`src/hdl/fac_pkg.sv`:
```
// Shared types and constants of the flow acceleration classifier.
package fac_pkg;

  localparam int AGE_MAX_W = 10;

  localparam logic [1:0] ACT_CLASSIFY = 2'd0;
  localparam logic [1:0] ACT_BLOCK_WR = 2'd1;
  localparam logic [1:0] ACT_ALLOW_WR = 2'd2;

  localparam logic [2:0] DEC_MISS         = 3'd0;
  localparam logic [2:0] DEC_BOTH_PRIVATE = 3'd1;
  localparam logic [2:0] DEC_BLOCKED      = 3'd2;
  localparam logic [2:0] DEC_HOT          = 3'd3;
  localparam logic [2:0] DEC_PRE          = 3'd4;
  localparam logic [2:0] DEC_PROMOTED     = 3'd5;
  localparam logic [2:0] DEC_NEW          = 3'd6;

  localparam logic [1:0] SIDE_NONE = 2'd0;
  localparam logic [1:0] SIDE_DST  = 2'd1;
  localparam logic [1:0] SIDE_SRC  = 2'd2;

  localparam logic [15:0] COUNT_MAX = 16'hFFFF;

  typedef struct packed {
    logic        wr;
    logic [31:0] prefix;
    logic [5:0]  len;
    logic        valid;
    logic [31:0] addr;
  } match_ctl_t;

  typedef struct packed {
    logic                 touch;
    logic                 wr;
    logic                 bump;
    logic [AGE_MAX_W-1:0] old_age;
    logic [31:0]          addr;
    logic [63:0]          now;
  } cache_ctl_t;

  function automatic logic [31:0] len_mask(input logic [5:0] len);
    len_mask = ~(32'hFFFF_FFFF >> len);
  endfunction

  function automatic logic is_private(input logic [31:0] a);
    is_private = ((a & 32'hFF00_0000) == 32'h7F00_0000) ||
                 ((a & 32'hFF00_0000) == 32'h0A00_0000) ||
                 ((a & 32'hFFF0_0000) == 32'hAC10_0000) ||
                 ((a & 32'hFFFF_0000) == 32'hC0A8_0000);
  endfunction

endpackage

```
`src/hdl/fac_cache_cell.sv`:
```
// One cache cell: address, valid bit, LRU age and sighting statistics.
module fac_cache_cell #(
  parameter int AGE_W = 6,
  parameter int INDEX = 0
) (
  input  logic               clk,
  input  logic               rst_n,
  input  fac_pkg::cache_ctl_t ctl,
  input  logic               sel,
  output logic               hit,
  output logic               valid,
  output logic [AGE_W-1:0]   age,
  output logic [15:0]        count,
  output logic [63:0]        seen_ns
);

  logic [31:0]      addr_r;
  logic             valid_r;
  logic [AGE_W-1:0] age_r;
  logic [15:0]      count_r;
  logic [63:0]      first_r;

  always_ff @(posedge clk) begin
    if (!rst_n) begin
      valid_r <= 1'b0;
      age_r   <= AGE_W'(INDEX);
    end else begin
      if (ctl.wr && sel) begin
        valid_r <= 1'b1;
      end
      if (ctl.touch) begin
        if (sel) begin
          age_r <= '0;
        end else if (age_r < ctl.old_age[AGE_W-1:0]) begin
          age_r <= age_r + 1'b1;
        end
      end
    end
    if (ctl.wr && sel) begin
      addr_r  <= ctl.addr;
      first_r <= ctl.now;
      count_r <= 16'd1;
    end else if (ctl.bump && sel && count_r != fac_pkg::COUNT_MAX) begin
      count_r <= count_r + 16'd1;
    end
  end

  assign hit     = valid_r && (addr_r == ctl.addr);
  assign valid   = valid_r;
  assign age     = age_r;
  assign count   = count_r;
  assign seen_ns = first_r;

endmodule

```
`config.mk`:
```
export PLATFORM = sky130hd
export DESIGN_NAME = fac_cache_cell
export DESIGN_NICKNAME = d
export VERILOG_FILES = /design/src/hdl/fac_pkg.sv /design/src/hdl/fac_cache_cell.sv
export SDC_FILE = /design/constraint.sdc
export NUM_CORES = 1
export LEC_CHECK = 0
export ABC_AREA = 1
export BUFFER_PORTS_ARGS = -buffer_cell sky130_fd_sc_hd__buf_2
export CAP_MARGIN = 10
export CORE_MARGIN = 5
export CORE_UTILIZATION = 51
export DETAILED_ROUTE_END_ITERATION = 6
export HOLD_SLACK_MARGIN = 0.1
export PLACE_DENSITY = 0.84
export SETUP_SLACK_MARGIN = 0.4
export SKIP_CTS_REPAIR_TIMING = 1
export SLEW_MARGIN = 25
export SYNTH_ARGS = -nofsm -noshare
export SYNTH_HDL_FRONTEND = slang
export SYNTH_SLANG_ARGS = --single-unit
```
`constraint.sdc`:
```
create_clock -name clk -period 4.7 [get_ports clk]
set_input_delay 0.235 -clock clk [delete_from_list [all_inputs] [get_ports clk]]
set_output_delay 0.235 -clock clk [all_outputs]
set_load 0.05 [all_outputs]
```
==> metrics.md <==
| Metric | Value |
|---|---|
| Crit end category | `output pin` |
| Largest net degree at the start of global routing | `101` |
| Combinational family with the most area after synthesis | `simple AND/OR/NAND/NOR gates` |
| Chip Width | `107.0 um` |
| DR WL met3 | `1213 um` |
| CTS H-tree lvls | `4` |
| Worst Tran Pin Value | `0.8572 ns` |
| Ys async rst share | `0` |
| # rows | `35` |
| Fin. max-slew vios | `0` |
| First drt pass iteration count | `4` |
| Fin area | `0.007437 mm^2` |
| Routed wl met2 | `7992 um` |
| Uppermost routed layer | `met4` |
| Synth Area in XOR/XNOR | `0.02008` |
| Leakage | `3.302 nW` |
| DR WL/cell | `17.85 um` |
| Vias | `4332` |
| Hold endpoint | `age[2]` |
| Place WS | `2.698 ns` |
| Post-Synthesis Cell Area | `0.004797 mm^2` |
| RSZ-0062 raised after global routing | `false` |
| Worst R2R End | `count[0]` |
| Max-slew headroom | `0.4286` |
| Crit Path Class | `input pin to output pin` |
| Reg2Reg Depth | `9` |
| Max_cap viols | `0` |
| Top cell type's share of synthesized area | `0.6009` |
| Die footprint | `0.01145 mm^2` |
| Hold WC Path Type | `input pin to register` |
| Initial Utilization | `0.5216` |
| Final period util | `0.4869` |
| Vias/cell | `5.055` |
| First-pass GRT wire length | `17600 um` |
| VDD IR-drop max | `297.5 uV` |
| Final Hold Fails | `0` |
| Gate Count Post-Synth | `427` |
| M1 WL | `5676 um` |
| Final ANT Viol Nets | `0` |
| Number of I/O port buffers | `195` |
| Syn Nets | `546` |
| Worst Hold Path Cells | `4` |
| Startpoint types | `input pin` |
| Tot Pwr | `2.949 mW` |
| Warnings from Yosys | `0` |
| Initial drt markers | `315` |
| Synth area leader | `edfxtp_1` |
| # DRC | `0` |
| Final min period | `2.289 ns` |
| Clock skew | `0.009581 ns` |
| GP Congestion | `0.8267` |
| Core Region | `0.009196 mm^2` |
| Placed Area | `0.005884 mm^2` |
| Register bit total from synthesis | `119` |
| Inserted Clock Buffers | `17` |
| Layout cells sized above 1 | `0.3204` |
| Final worst setup slack | `2.411 ns` |
| Layout Nets | `852` |
| Mean Syn Cell Area | `11.23 um^2` |
| Post-synthesis compound-gate area fraction | `0.05216` |
| Ys flop type | `edfxtp_1` |
| Total congestion overflow | `0` |
| Initial antenna violation count | `0` |
| # fillers | `514` |
| Final setup fails | `0` |
| Largest cells by area after synthesis | `edfxtp_1 (60%), dfxtp_1 (9.6%), nand2_1 (8.0%)` |
| Post-synth EDFFs | `96` |
| Clock Tree Buf Depth | `2` |
| Root Buffer | `clkbuf_8` |
| Sequential share of the synthesized area | `0.6969` |
| Hold_sp | `sel` |
| Post-DP HPWL | `8671 um` |
| Vias in the first global route | `3616` |
| Routed WL | `15300 um` |
| Adder-Cell Fraction of Synth Area | `0.01826` |
| Clock Sinks | `119` |
| Clock Latency Late Sink | `0.49 ns` |
| Post-synthesis mux area share | `0` |
| Setup_tns | `0 ns` |
| Max Fclk | `0.4369 GHz` |
| FF-to-FF setup slack | `2.68 ns` |
| CTS tree | `done` |
| CP Data Arrival Time | `2.05 ns` |
| Area grow syn2layout | `55.03%` |
| Clock-pin transition on the worst setup and hold timing paths | `0.06 ns` |
| I/O Pins | `200` |
| All-Layer GR Usage | `0.1999` |
| Die height | `107.0 um` |
| Crit Path Max Fanout | `2` |
| Outcome | `completed` |
| Distinct cells, synth | `28` |
| Cell Pwr Density | `396.5 mW/mm^2` |
| Worst Path Required | `4.47 ns` |
| Post-synthesis simple-gate area fraction | `0.1620` |
| RR Startpoint | `count[0]` |
| Antenna cells | `0` |
| Hold WS | `0.1183 ns` |
-- worst max-delay path, stage by stage --
cell and delay, ns:
dlygate4sd3_1 0.54, buf_2 0.16, xnor2_1 0.20, nand2_1 0.10
nor3_1 0.27, nand3_1 0.11, nor2_1 0.14, buf_2 0.30
-- Yosys cell counts (2+ instances only) --
| cell | n |
|---|---|
| ha_1 | 7 |
| nand2_2 | 2 |
| nor3_1 | 4 |
| xor2_1 | 7 |
| o22ai_1 | 2 |
| nor2_1 | 43 |
| a21oi_1 | 17 |
| dfxtp_1 | 23 |
| o21ai_0 | 16 |
| edfxtp_1 | 96 |
| nand3_1 | 26 |
| nor2_4 | 3 |
| a21oi_2 | 5 |
| nand4_1 | 3 |
| nand2_1 | 102 |
| xnor2_1 | 4 |
| buf_2 | 2 |
| inv_1 | 55 |
-- where the power goes --
group	internal (mW)	leakage (nW)	switching (mW)
clock network	0.768	0.274	0.507
logic	0.144	1.94	0.288
registers	1.21	1.09	0.0310
-- through the flow --
stage / utilization / instances
after floorplan: - / 427
after global placement: 0.6396 / 728
after detailed placement: 0.6399 / 728
after CTS: 0.7031 / 760
after global routing: 0.8087 / 857
final: 0.8087 / 857
-- placed cells by master (no fill, tap or decap), drive strengths merged --
cell type and n:
dlygate4sd3 97, clkinvlp 4, nand4 3, xor2 7, nor3b 1, o211ai 1
clkinv 3, a21oi 22, dfxtp 23, nor3 5, bufinv 2, ha 7
o21ai 17, nand2 104, inv 62, clkbuf 17, o22ai 2, buf 195
o21bai 1, edfxtp 96, xnor2 4, o221ai 1, nor2 46, nand3 26
-- flip-flops by register name, summed over array words and instances (netlist names) --
signal	cells
seen_ns	64
addr_r	32
count	16
age	6
valid	1
-- layout make-up --
cell class	count	area [um^2]	area share
clock buffer	17	414.1	0.05569
inverter	56	215.2	0.02894
tap	111	138.9	0.01867
sequential	119	3343	0.4495
multi-input combinational	247	1211	0.1629
clock inverter	15	167.7	0.02254
timing repair buffer	292	1947	0.2618
-- metal layers --
| layer | GRT usage | up-vias |
|---|---|---|
| li1 | - | 2044 |
| met1 | 0.2167 | 2043 |
| met2 | 0.3660 | 213 |
| met3 | 0.07405 | 32 |
| met4 | 0.05388 | 0 |
| met5 | 0 | - |
-- kinds of logic after synthesis --
logic type	count (synthesis)
xor gates and xnor gates	11
and+or+nand+nor	185
adders and majority gates	7
DFF	119
buffers and inverters	61
AOI/OAI and AO/OA	44
-- worst max-delay path by stage --
stage             endpoint  slack (ns)       start
2_1_floorplan    addr_r[0]        1.99    ctl[107]
3_3_place_gp   seen_ns[23]        2.62         sel
3_5_place_dp      count[0]        2.70    count[0]
4_1_cts                hit        2.48  addr_r[24]
5_1_grt                hit        2.28  addr_r[17]
6_report               hit        2.41     ctl[88]
(Power assumes the default switching activity.)
