[config.mk]
export PLATFORM = sky130hd
export DESIGN_NAME = fac_match_cell
export DESIGN_NICKNAME = d
export VERILOG_FILES = /design/src/hdl/fac_pkg.sv /design/src/hdl/fac_match_cell.sv
export SDC_FILE = /design/constraint.sdc
export NUM_CORES = 1
export LEC_CHECK = 0
export ABC_AREA = 0
export BUFFER_PORTS_ARGS = -buffer_cell sky130_fd_sc_hd__buf_4
export CELL_PAD_IN_SITES_DETAIL_PLACEMENT = 1
export CELL_PAD_IN_SITES_GLOBAL_PLACEMENT = 2
export CORE_MARGIN = 2
export CORE_UTILIZATION = 27
export DETAILED_ROUTE_END_ITERATION = 10
export GPL_ROUTABILITY_DRIVEN = 0
export HOLD_SLACK_MARGIN = 0.02
export PLACE_DENSITY = 0.76
export SLEW_MARGIN = 5
export SYNTH_ARGS = -nofsm -noshare
export SYNTH_HDL_FRONTEND = slang
export SYNTH_SLANG_ARGS = --single-unit
export TNS_END_PERCENT = 100
[constraint.sdc]
create_clock -name clk -period 1.5 [get_ports clk]
set_input_delay 0.075 -clock clk [delete_from_list [all_inputs] [get_ports clk]]
set_output_delay 0.075 -clock clk [all_outputs]
set_load 0.01 [all_outputs]
[src/hdl/fac_pkg.sv]
// Shared types and constants of the flow acceleration classifier.
package fac_pkg;

  localparam int AGE_MAX_W = 10;

  localparam logic [1:0] ACT_CLASSIFY = 2'd0;
  localparam logic [1:0] ACT_BLOCK_WR = 2'd1;
  localparam logic [1:0] ACT_ALLOW_WR = 2'd2;

  localparam logic [2:0] DEC_MISS         = 3'd0;
  localparam logic [2:0] DEC_BOTH_PRIVATE = 3'd1;
  localparam logic [2:0] DEC_BLOCKED      = 3'd2;
  localparam logic [2:0] DEC_HOT          = 3'd3;
  localparam logic [2:0] DEC_PRE          = 3'd4;
  localparam logic [2:0] DEC_PROMOTED     = 3'd5;
  localparam logic [2:0] DEC_NEW          = 3'd6;

  localparam logic [1:0] SIDE_NONE = 2'd0;
  localparam logic [1:0] SIDE_DST  = 2'd1;
  localparam logic [1:0] SIDE_SRC  = 2'd2;

  localparam logic [15:0] COUNT_MAX = 16'hFFFF;

  typedef struct packed {
    logic        wr;
    logic [31:0] prefix;
    logic [5:0]  len;
    logic        valid;
    logic [31:0] addr;
  } match_ctl_t;

  typedef struct packed {
    logic                 touch;
    logic                 wr;
    logic                 bump;
    logic [AGE_MAX_W-1:0] old_age;
    logic [31:0]          addr;
    logic [63:0]          now;
  } cache_ctl_t;

  function automatic logic [31:0] len_mask(input logic [5:0] len);
    len_mask = ~(32'hFFFF_FFFF >> len);
  endfunction

  function automatic logic is_private(input logic [31:0] a);
    is_private = ((a & 32'hFF00_0000) == 32'h7F00_0000) ||
                 ((a & 32'hFF00_0000) == 32'h0A00_0000) ||
                 ((a & 32'hFFF0_0000) == 32'hAC10_0000) ||
                 ((a & 32'hFFFF_0000) == 32'hC0A8_0000);
  endfunction

endpackage

[src/hdl/fac_match_cell.sv]
// One blacklist prefix cell: stores an entry and matches the lookup address.
module fac_match_cell (
  input  logic               clk,
  input  logic               rst_n,
  input  fac_pkg::match_ctl_t ctl,
  input  logic               sel,
  output logic               hit
);

  logic [31:0] prefix_r;
  logic [5:0]  len_r;
  logic        valid_r;

  always_ff @(posedge clk) begin
    if (!rst_n) begin
      valid_r <= 1'b0;
    end else if (ctl.wr && sel) begin
      valid_r <= ctl.valid;
    end
    if (ctl.wr && sel) begin
      prefix_r <= ctl.prefix;
      len_r    <= ctl.len;
    end
  end

  assign hit = valid_r && (((ctl.addr ^ prefix_r) & fac_pkg::len_mask(len_r)) == 32'd0);

endmodule

==> results of run 1 <==
worst register-to-register path: stages (launching register included):
cell and delay, ns:
dfxtp_1 0.32, mux2i_1 0.12, nor2b_1 0.06
area by class of cell:
type | count | share of cell area
Sequential cell | 39 | 0.357
Tap cell | 96 | 0.0370
Clock buffer | 7 | 0.0266
Multi-Input combinational cell | 99 | 0.225
Inverter | 4 | 0.00462
Timing Repair Buffer | 136 | 0.348
Clock inverter | 1 | 0.00154
report_power, final:
group / switching [W] / total, W / leakage, nW / internal (W)
Clock: 0.000371 / 0.000742 / 0.0482 / 0.000371
Combinational: 0.000227 / 0.000588 / 0.839 / 0.000360
Sequential: 0.0000408 / 0.00132 / 0.365 / 0.00128
Total: 0.000639 / 0.00265 / 1.25 / 0.00201
kinds of logic (layout without fill, tap and decap cells):
family	Yosys count	in the layout	synth area share
adders and majority gates	1	1	0.00524
DFF	39	39	0.607
buffers and inverters	10	148	0.0242
and+or+nand+nor	24	24	0.0759
AOI/OAI and AO/OA	41	41	0.135
xor gates and xnor gates	32	32	0.147
muxes	1	1	0.00524
layer usage:
metal	global-route usage	routed length, µm	vias to the layer above
li1	-	-	834
met2	0.259	2760	52
met1	0.175	2240	795
met4	0.0413	60	0
met3	0.0339	282	7
met5	0	0	-
per-stage QoR:
| step | instances | total power, W | instance area [µm²] | utilization | setup slack, ns |
|---|---|---|---|---|---|
| after detailed placement | 333 | 0.00184 | 2730 | 0.400 | -0.352 |
| final | 382 | 0.00265 | 3250 | 0.476 | -0.614 |
| after floorplan | 148 | 0.00156 | 1920 | - | -0.156 |
| after CTS | 382 | 0.00267 | 3240 | 0.475 | -0.625 |
| after global routing | 382 | 0.00277 | 3250 | 0.476 | -0.789 |
| after global placement | 333 | 0.00183 | 2730 | 0.400 | -0.309 |
flip-flops by register name (all words and copies together) (netlist names):
| register | cells |
|---|---|
| valid_r | 1 |
| prefix_r | 32 |
| len_r | 6 |
what timing repair did:
| item | CTS | global route |
|---|---|---|
| endpoints found under the setup margin | 1 | 1 |
| gates resized for setup | 3 | 1 |
| hold buffers | 39 | 0 |
| buffers inserted | 2 | 0 |
| endpoints found under the hold margin | 39 | 0 |
| pin swaps | 2 | 0 |
cells in the final DEF, fill, tap and decap left out, types with 4 or more instances in the layout:
| cell type | Yosys | final |
|---|---|---|
| a21oi_1 | 12 | 12 |
| inv_1 | 4 | 4 |
| clkbuf_8 | 0 | 6 |
| buf_4 | 0 | 96 |
| nor2_1 | 6 | 5 |
| a31oi_1 | 4 | 4 |
| xnor2_1 | 27 | 27 |
| o21ai_0 | 10 | 10 |
| xor2_1 | 5 | 5 |
| dlygate4sd3_1 | 0 | 39 |
| edfxtp_1 | 38 | 38 |
worst max path at each step:
stage                      to     start  depth (start not counted)  slack [ns]
after CTS                 hit  len_r[5]                          6       -0.62
after detailed placement  hit  len_r[3]                          7       -0.35
final                     hit  len_r[1]                          7       -0.61
after floorplan           hit  len_r[5]                          6       -0.16
after global routing      hit  len_r[5]                          6       -0.79
after global placement    hit  len_r[3]                          7       -0.31
==> results.py, run 1 <==
metrics = {
    "logic_synthesis": {
        "synth_area_per_cell_um2": 12.9,
        "ys_seq_elements": 39,
        "netlist.area_leader.share": 0.597,
        "yosys-top-cells-area": "edfxtp_1 (60%), xnor2_1 (12%), a21oi_1 (3.1%)",
        "synth_area_um2": 1910,
        "async_flop_share": 0,
        "yosys.area.top_type": "edfxtp_1",
        "yosysMostFrequentCell": "edfxtp_1",
        "synth_enable_flop_cells": 38,
        "syn_inst": 148,
        "yosysWarnings": 0,
        "yosysUniqueCellTypes": 34,
        "synth_common_cells": "edfxtp_1 (38), xnor2_1 (27), a21oi_1 (12), o21ai_0 (10), nor2_1 (6)",
        "syn-num-nets": 223,
        "synthFlopType": "edfxtp_1",
        "yosysSeqAreaShare": 0.607,
    },
    "critical_path": {
        "path_class": "flip-flop to output port",
        "crit_buf_inv": 2,
        "reg2reg_to": "valid_r",
        "worst_path_largest_cell_delay_ns": 0.43,
        "r2r_start": "valid_r",
        "timing.critical_path.mode_cell": "buf_4",
        "setup.worst_path.start_class": "flip-flop",
        "crit_path_top_delay_cell": "edfxtp_1",
        "critPathRequiredTime_ns": 1.42,
        "path_cells": "buf_4 > o21ai_0 > a21oi_1 > a211oi_2 > nand4_1 > nor3_2 > buf_4",
        "crit_path_max_fanout": 6,
        "crit_arrival_ns": 2.04,
        "rrSetupSlack_ns": 0.90,
        "end_kind": "output port",
        "reg2reg_depth": 2,
        "cpLargestDelayFamily": "compound AO/OA/AOI/OAI gates",
    },
    "hold_path": {
        "whs_endpoint": "valid_r",
        "hold_class": "primary input to flip-flop",
        "hold_start": "ctl[32]",
        "hold-path-cell-count": 3,
    },
    "clock_network": {
        "cts_tree": "done",
        "htree_levels": 2,
        "clk_path_buf_depth": 2,
        "clk_pin_slew_ns": 0.08,
        "insertion_delay_ns": 0.29,
        "numClockSinks": 39,
        "cts-buffers-inserted": 5,
        "cts-root-buf": "clkbuf_8",
    },
    "sta": {
        "slew_viol_final": 0,
        "tightest_slew_ns": 0.295,
        "relSlewSlack": 0.802,
        "setup_violations": 1,
        "clock.fmax_mhz": 473,
        "finalCriticalPeriod_ns": 2.11,
        "finalClockSkew_ns": 0,
        "final.setup.worst_slack_ns": -0.614,
        "hold_ws_ns": 0.0499,
        "final.period_utilization": 1.41,
        "grt_setup_unrepaired": "true",
        "hold_viol": 0,
        "setup_tns_ns": -0.614,
    },
    "floorplanning": {
        "die_area_um2": 7770,
        "io_pins": 76,
        "fp.coreArea_um2": 6830,
        "die_w_um": 88.1,
        "start_util": 0.280,
        "die_y_um": 88.1,
        "fp-row-count": 30,
    },
    "global_routing": {
        "grt_pass1_wl_um": 8490,
        "grt_overflow": 0,
        "grt_max_degree": 40,
        "grt_pass1_vias": 1850,
        "gr-usage-all-layers": 0.145,
        "antenna_found_initial": 0,
    },
    "outcome": {
        "violations": "negative setup slack",
        "status": "finished with violations",
    },
    "final_layout": {
        "syn_to_final_growth_pct": 70.0,
        "finalNetCount": 360,
        "fill_cells": 754,
        "seqCellArea_um2": 1160,
        "drive_gt1_frac": 0.395,
        "multi_input_area_um2": 732,
        "antennaDiodeCount": 0,
    },
    "route": {
        "dr.pass1.iters": 4,
        "final_antenna_net_count": 0,
        "via_per_inst": 4.42,
        "dr.first_iter.drc_count": 73,
        "drc_errors": 0,
        "totalWireLength_um": 5350,
        "vias": 1688,
        "routedWlPerCell_um": 14.0,
    },
    "power_and_ir_drop": {
        "power_density_nw_per_um2": 815,
        "max-vdd-ir-drop_v": 0.000372,
        "power_leakage_nw": 1.25,
    },
    "run": {
        "maxCapViolations": 0,
    },
    "placement": {
        "dp_hpwl_um": 3760,
        "io_buffers": 75,
    },
}
(Power assumes the default switching activity.)
==> inputs of run 2 (changes only) <==
BUFFER_PORTS_ARGS = default   (was -buffer_cell sky130_fd_sc_hd__buf_4)
CORE_UTILIZATION = 35   (was 27)
DONT_BUFFER_PORTS = 1   (was default)
PLACE_DENSITY = 0.75   (was 0.76)
==> run 2 against run 1 <==
Compared with the run above:
- the run still ends with negative setup slack left
- via count is 16% lower
- critical path type unchanged
- sequential cell count stayed put
- clock skew stayed put
- fmax is 0.89% higher
- largest cell class unchanged
==> results.py, run 2 (synthesized netlist as in run 1, its figures left out) <==
metrics = {
    "critical_path": {
        "path_cells": "nor3_2 > a21oi_1 > nor4_1 > nand4_1 > nor3_4",
        "critPathRequiredTime_ns": 1.42,
        "cpLargestDelayFamily": "simple AND/OR/NAND/NOR gates",
        "crit_path_top_delay_cell": "edfxtp_1",
        "crit_arrival_ns": 2.02,
        "setup.worst_path.start_class": "flip-flop",
        "crit_buf_inv": 0,
        "end_kind": "output port",
        "crit_path_max_fanout": 4,
        "worst_path_largest_cell_delay_ns": 0.47,
        "path_class": "flip-flop to output port",
    },
    "power_and_ir_drop": {
        "swShare": 0.251,
        "p_switching_w": 0.000616,
        "power_density_nw_per_um2": 931,
        "combPwrFrac": 0.176,
        "pwr-share-seq": 0.538,
        "p_int_w": 0.00183,
        "power_leakage_nw": 0.881,
        "clock_power_share": 0.285,
        "max-vdd-ir-drop_v": 0.000744,
    },
    "floorplanning": {
        "fp-row-count": 26,
        "fp.coreArea_um2": 5200,
        "start_util": 0.367,
        "die_area_um2": 6070,
        "die_w_um": 77.9,
        "io_pins": 76,
        "die_y_um": 77.9,
    },
    "clock_network": {
        "htree_levels": 2,
        "cts_tree": "done",
        "clk_path_buf_depth": 2,
        "cts-buffers-inserted": 5,
        "insertion_delay_ns": 0.29,
        "cts-root-buf": "clkbuf_8",
        "numClockSinks": 39,
        "clk_pin_slew_ns": 0.08,
    },
    "outcome": {
        "status": "finished with violations",
        "violations": "negative setup slack",
    },
    "sta": {
        "setup_tns_ns": -0.595,
        "relSlewSlack": 0.787,
        "finalClockSkew_ns": 0,
        "finalCriticalPeriod_ns": 2.10,
        "slew_viol_final": 0,
        "tightest_slew_ns": 0.316,
        "hold_viol": 0,
        "grt_setup_unrepaired": "true",
        "final.period_utilization": 1.40,
        "setup_violations": 1,
        "final.setup.worst_slack_ns": -0.595,
        "clock.fmax_mhz": 477,
    },
    "global_routing": {
        "grtUsageMet3": 0.0488,
        "antenna_found_initial": 0,
        "top_usage_layer": "met2",
        "gr-usage-met1": 0.200,
        "grt_pass1_wl_um": 8090,
        "grt_max_degree": 40,
        "grt_pass1_vias": 1642,
        "grt_overflow": 0,
        "gr-usage-all-layers": 0.174,
        "grt_use_met2": 0.314,
    },
    "route": {
        "drc_errors": 0,
        "routedWlPerCell_um": 18.1,
        "vias": 1425,
        "dr.first_iter.drc_count": 67,
        "totalWireLength_um": 5040,
        "via_per_inst": 5.13,
        "dr.pass1.iters": 4,
        "final_antenna_net_count": 0,
    },
    "final_layout": {
        "drive_gt1_frac": 0.168,
        "antennaDiodeCount": 0,
        "fin_cells": 278,
        "utilization": 0.506,
        "final_common_cell": "dlygate4sd3_1",
        "largestRegisters": "prefix_r x32, len_r x6, valid_r x1",
        "seqCellArea_um2": 1160,
        "largest_register": "prefix_r",
        "postLayoutCellArea_um2": 2630,
        "fill_cells": 535,
        "syn_to_final_growth_pct": 37.7,
        "finalNetCount": 282,
        "multi_input_area_um2": 732,
        "final_cell_mix": "dlygate4sd3_1 (40), edfxtp_1 (38), xnor2_1 (27)",
        "largest_reg_flops": 32,
    },
    "run": {
        "maxCapViolations": 0,
    },
    "placement": {
        "io_buffers": 0,
        "placedCellCount": 228,
        "place_area_um2": 2110,
        "dp_hpwl_um": 3380,
    },
    "hold_path": {
        "hold_class": "primary input to flip-flop",
    },
}
==> run 2: cell types whose count changed in the layout (fill, tap and decap cells not counted), sizes merged <==
cell         delta
dlygate4sd3     +1
clkinvlp        +2
clkbuf          -2
buf            -79
==> run 2: cell type report <==
type,count,share of cell area
Tap cell,70,0.0333
Clock inverter,3,0.00760
Clock buffer,5,0.0261
Sequential cell,39,0.441
Inverter,4,0.00570
Timing Repair Buffer,58,0.208
Multi-Input combinational cell,99,0.278
==> run 2: final timing paths <==
path                            slack (ns)      from  cells past startpoint        to
worst max-delay path                 -0.60  len_r[5]                      5       hit
worst min-delay path                  0.31       sel                      2  len_r[1]
worst max register to register        0.30   valid_r                      3   valid_r
worst min register to register        1.14   valid_r                      3   valid_r
==> run 2: per-stage QoR <==
step	hold slack (ns)	worst slack, ns	power [W]
after floorplan	0.174	-0.156	0.00156
after global placement	0.174	-0.287	0.00166
after detailed placement	0.174	-0.315	0.00167
after CTS	0.311	-0.593	0.00246
after global routing	0.328	-0.713	0.00257
final	0.313	-0.595	0.00245
==> run 2: per-layer routing <==
layer  up-vias  share of wire  wire [µm]
met1       697           0.39       1950
li1        677              -          -
met3         7          0.053        269
met4         0          0.011         55
met5         -              0          0
met2        44           0.55       2770
==> run 2: what timing repair did <==
action / CTS / global route
hold endpoints to repair: 39 / 0
pin swaps: 3 / 0
buffers inserted: 2 / 0
endpoints found under the setup margin: 1 / 1
gates resized for setup: 4 / 1
hold buffers: 40 / 0
==> run 2: power groups by stage <==
stage | Combinational [W] | Sequential [W] | Clock, W
after global placement | 0.000319 | 0.00134 | 0
final | 0.000432 | 0.00132 | 0.000699
after CTS | 0.000425 | 0.00132 | 0.000715
after floorplan | 0.000232 | 0.00133 | 0
after detailed placement | 0.000325 | 0.00135 | 0
after global routing | 0.000469 | 0.00133 | 0.000767
==> inputs of run 3 (changes only) <==
CTS_CLUSTER_DIAMETER = 30   (was default)
SKIP_CTS_REPAIR_TIMING = 1   (was default)
==> run 3 against run 2 <==
Compared with the run above:
- the flow still finishes with violations (negative setup slack)
- cell area rose by 0.81%
- clock skew did not move
- hold slack barely moved
- register-to-register slack improved by 0.02 ns
- non-clock buffer count rose by 2
- routed wire length fell by 0.67%
- core utilization rose by 0.41 points
- first-iteration DRC count fell by 33%
- combinational power rose by 2%
- fmax fell by 5.3%
==> results.py, run 3 (synthesized netlist as in run 1, its figures left out) <==
metrics = {
    "sta": {
        "finalCriticalPeriod_ns": 2.21,
        "finalClockSkew_ns": 0,
        "clock.fmax_mhz": 452,
        "setup_violations": 1,
        "setup_tns_ns": -0.712,
        "final.setup.worst_slack_ns": -0.712,
        "tightest_slew_ns": 0.445,
        "grt_setup_unrepaired": "true",
        "final.period_utilization": 1.47,
        "hold_viol": 0,
        "hold_ws_ns": 0.313,
        "slew_viol_final": 0,
        "relSlewSlack": 0.701,
    },
    "floorplanning": {
        "start_util": 0.367,
        "fp-row-count": 26,
        "die_area_um2": 6070,
        "die_w_um": 77.9,
        "fp.coreArea_um2": 5200,
        "die_y_um": 77.9,
        "io_pins": 76,
    },
    "power_and_ir_drop": {
        "combPwrFrac": 0.179,
        "pwr-share-seq": 0.537,
        "p_switching_w": 0.000616,
        "power_w": 0.00246,
        "p_int_w": 0.00184,
        "clock_power_share": 0.285,
        "power_density_nw_per_um2": 925,
        "swShare": 0.251,
        "power_leakage_nw": 0.892,
        "max-vdd-ir-drop_v": 0.000684,
    },
    "hold_path": {
        "hold-path-cell-count": 2,
        "hold_class": "primary input to flip-flop",
    },
    "final_layout": {
        "final_common_cell": "dlygate4sd3_1",
        "largest_reg_flops": 32,
        "drive_gt1_frac": 0.181,
        "utilization": 0.510,
        "largest_register": "prefix_r",
        "antennaDiodeCount": 0,
        "finalNetCount": 284,
        "final_cell_mix": "dlygate4sd3_1 (40), edfxtp_1 (38), xnor2_1 (27)",
        "fill_cells": 544,
        "syn_to_final_growth_pct": 38.8,
        "largestRegisters": "prefix_r x32, len_r x6, valid_r x1",
    },
    "route": {
        "drc_errors": 0,
        "vias": 1439,
        "routedWlPerCell_um": 17.9,
        "final_antenna_net_count": 0,
        "dr.pass1.iters": 4,
        "via_per_inst": 5.14,
        "totalWireLength_um": 5010,
        "dr.first_iter.drc_count": 45,
    },
    "critical_path": {
        "worst_path_largest_cell_delay_ns": 0.47,
        "crit_path_max_fanout": 5,
        "reg2reg_depth": 3,
        "end_kind": "output port",
        "crit_path_top_delay_cell": "edfxtp_1",
        "cp.depth": 6,
        "crit_arrival_ns": 2.14,
        "path_class": "flip-flop to output port",
        "crit_buf_inv": 1,
        "setup.worst_path.start_class": "flip-flop",
        "path_cells": "buf_4 > nor2_2 > a21oi_1 > nor4_1 > nand4_1 > nor3_4",
        "cpLargestDelayFamily": "simple AND/OR/NAND/NOR gates",
        "critPathRequiredTime_ns": 1.42,
    },
    "global_routing": {
        "grt_pass1_wl_um": 6820,
        "gr-usage-all-layers": 0.148,
        "antenna_found_initial": 0,
        "grt_pass1_vias": 1349,
        "grt_overflow": 0,
        "grt_max_degree": 40,
    },
    "placement": {
        "dp_hpwl_um": 3380,
        "place_ws_ns": -0.315,
        "io_buffers": 0,
    },
    "clock_network": {
        "clk_path_buf_depth": 2,
        "cts_tree": "done",
        "insertion_delay_ns": 0.29,
        "htree_levels": 2,
        "cts-buffers-inserted": 5,
        "cts-root-buf": "clkbuf_8",
        "numClockSinks": 39,
        "clk_pin_slew_ns": 0.08,
    },
    "outcome": {
        "violations": "negative setup slack",
        "status": "finished with violations",
    },
    "run": {
        "maxCapViolations": 0,
    },
}
==> run 3: path summary, 6_finish.rpt <==
| kind | startpoint | endpoint | slack, ns |
|---|---|---|---|
| max | len_r[5] | hit | -0.71 |
| min | sel | prefix_r[26] | 0.31 |
| max reg2reg | valid_r | valid_r | 0.32 |
| min reg2reg | valid_r | valid_r | 1.11 |
==> run 3: area by class of cell <==
cell class                      instances  area (µm²)  area share
Sequential cell                        39        1160       0.438
Multi-Input combinational cell         99         737       0.278
Timing Repair Buffer                   60         564       0.213
Tap cell                               70        87.6      0.0330
Clock buffer                            5        68.8      0.0259
Clock inverter                          3        20.0     0.00754
Inverter                                4        15.0     0.00566
==> run 3: power groups by stage <==
stage          clock network (W)  registers [W]  logic (W)
4_1_cts                 0.000715        0.00132   0.000326
3_3_place_gp                   0        0.00134   0.000319
3_5_place_dp                   0        0.00135   0.000325
6_report                0.000699        0.00132   0.000439
2_1_floorplan                  0        0.00133   0.000232
5_1_grt                 0.000768        0.00133   0.000475
==> run 3: metrics by stage <==
| stage | area [µm²] | cells |
|---|---|---|
| floorplan | 1920 | 148 |
| global placement | 2110 | 228 |
| detailed placement | 2110 | 228 |
| CTS | 2200 | 236 |
| global route | 2650 | 280 |
| finish | 2650 | 280 |
==> run 3: metal layers <==
layer / GRT usage / wire, µm
met1: 0.180 / 1940
met2: 0.247 / 2640
met3: 0.0477 / 305
met4: 0.0509 / 116
met5: 0 / 0
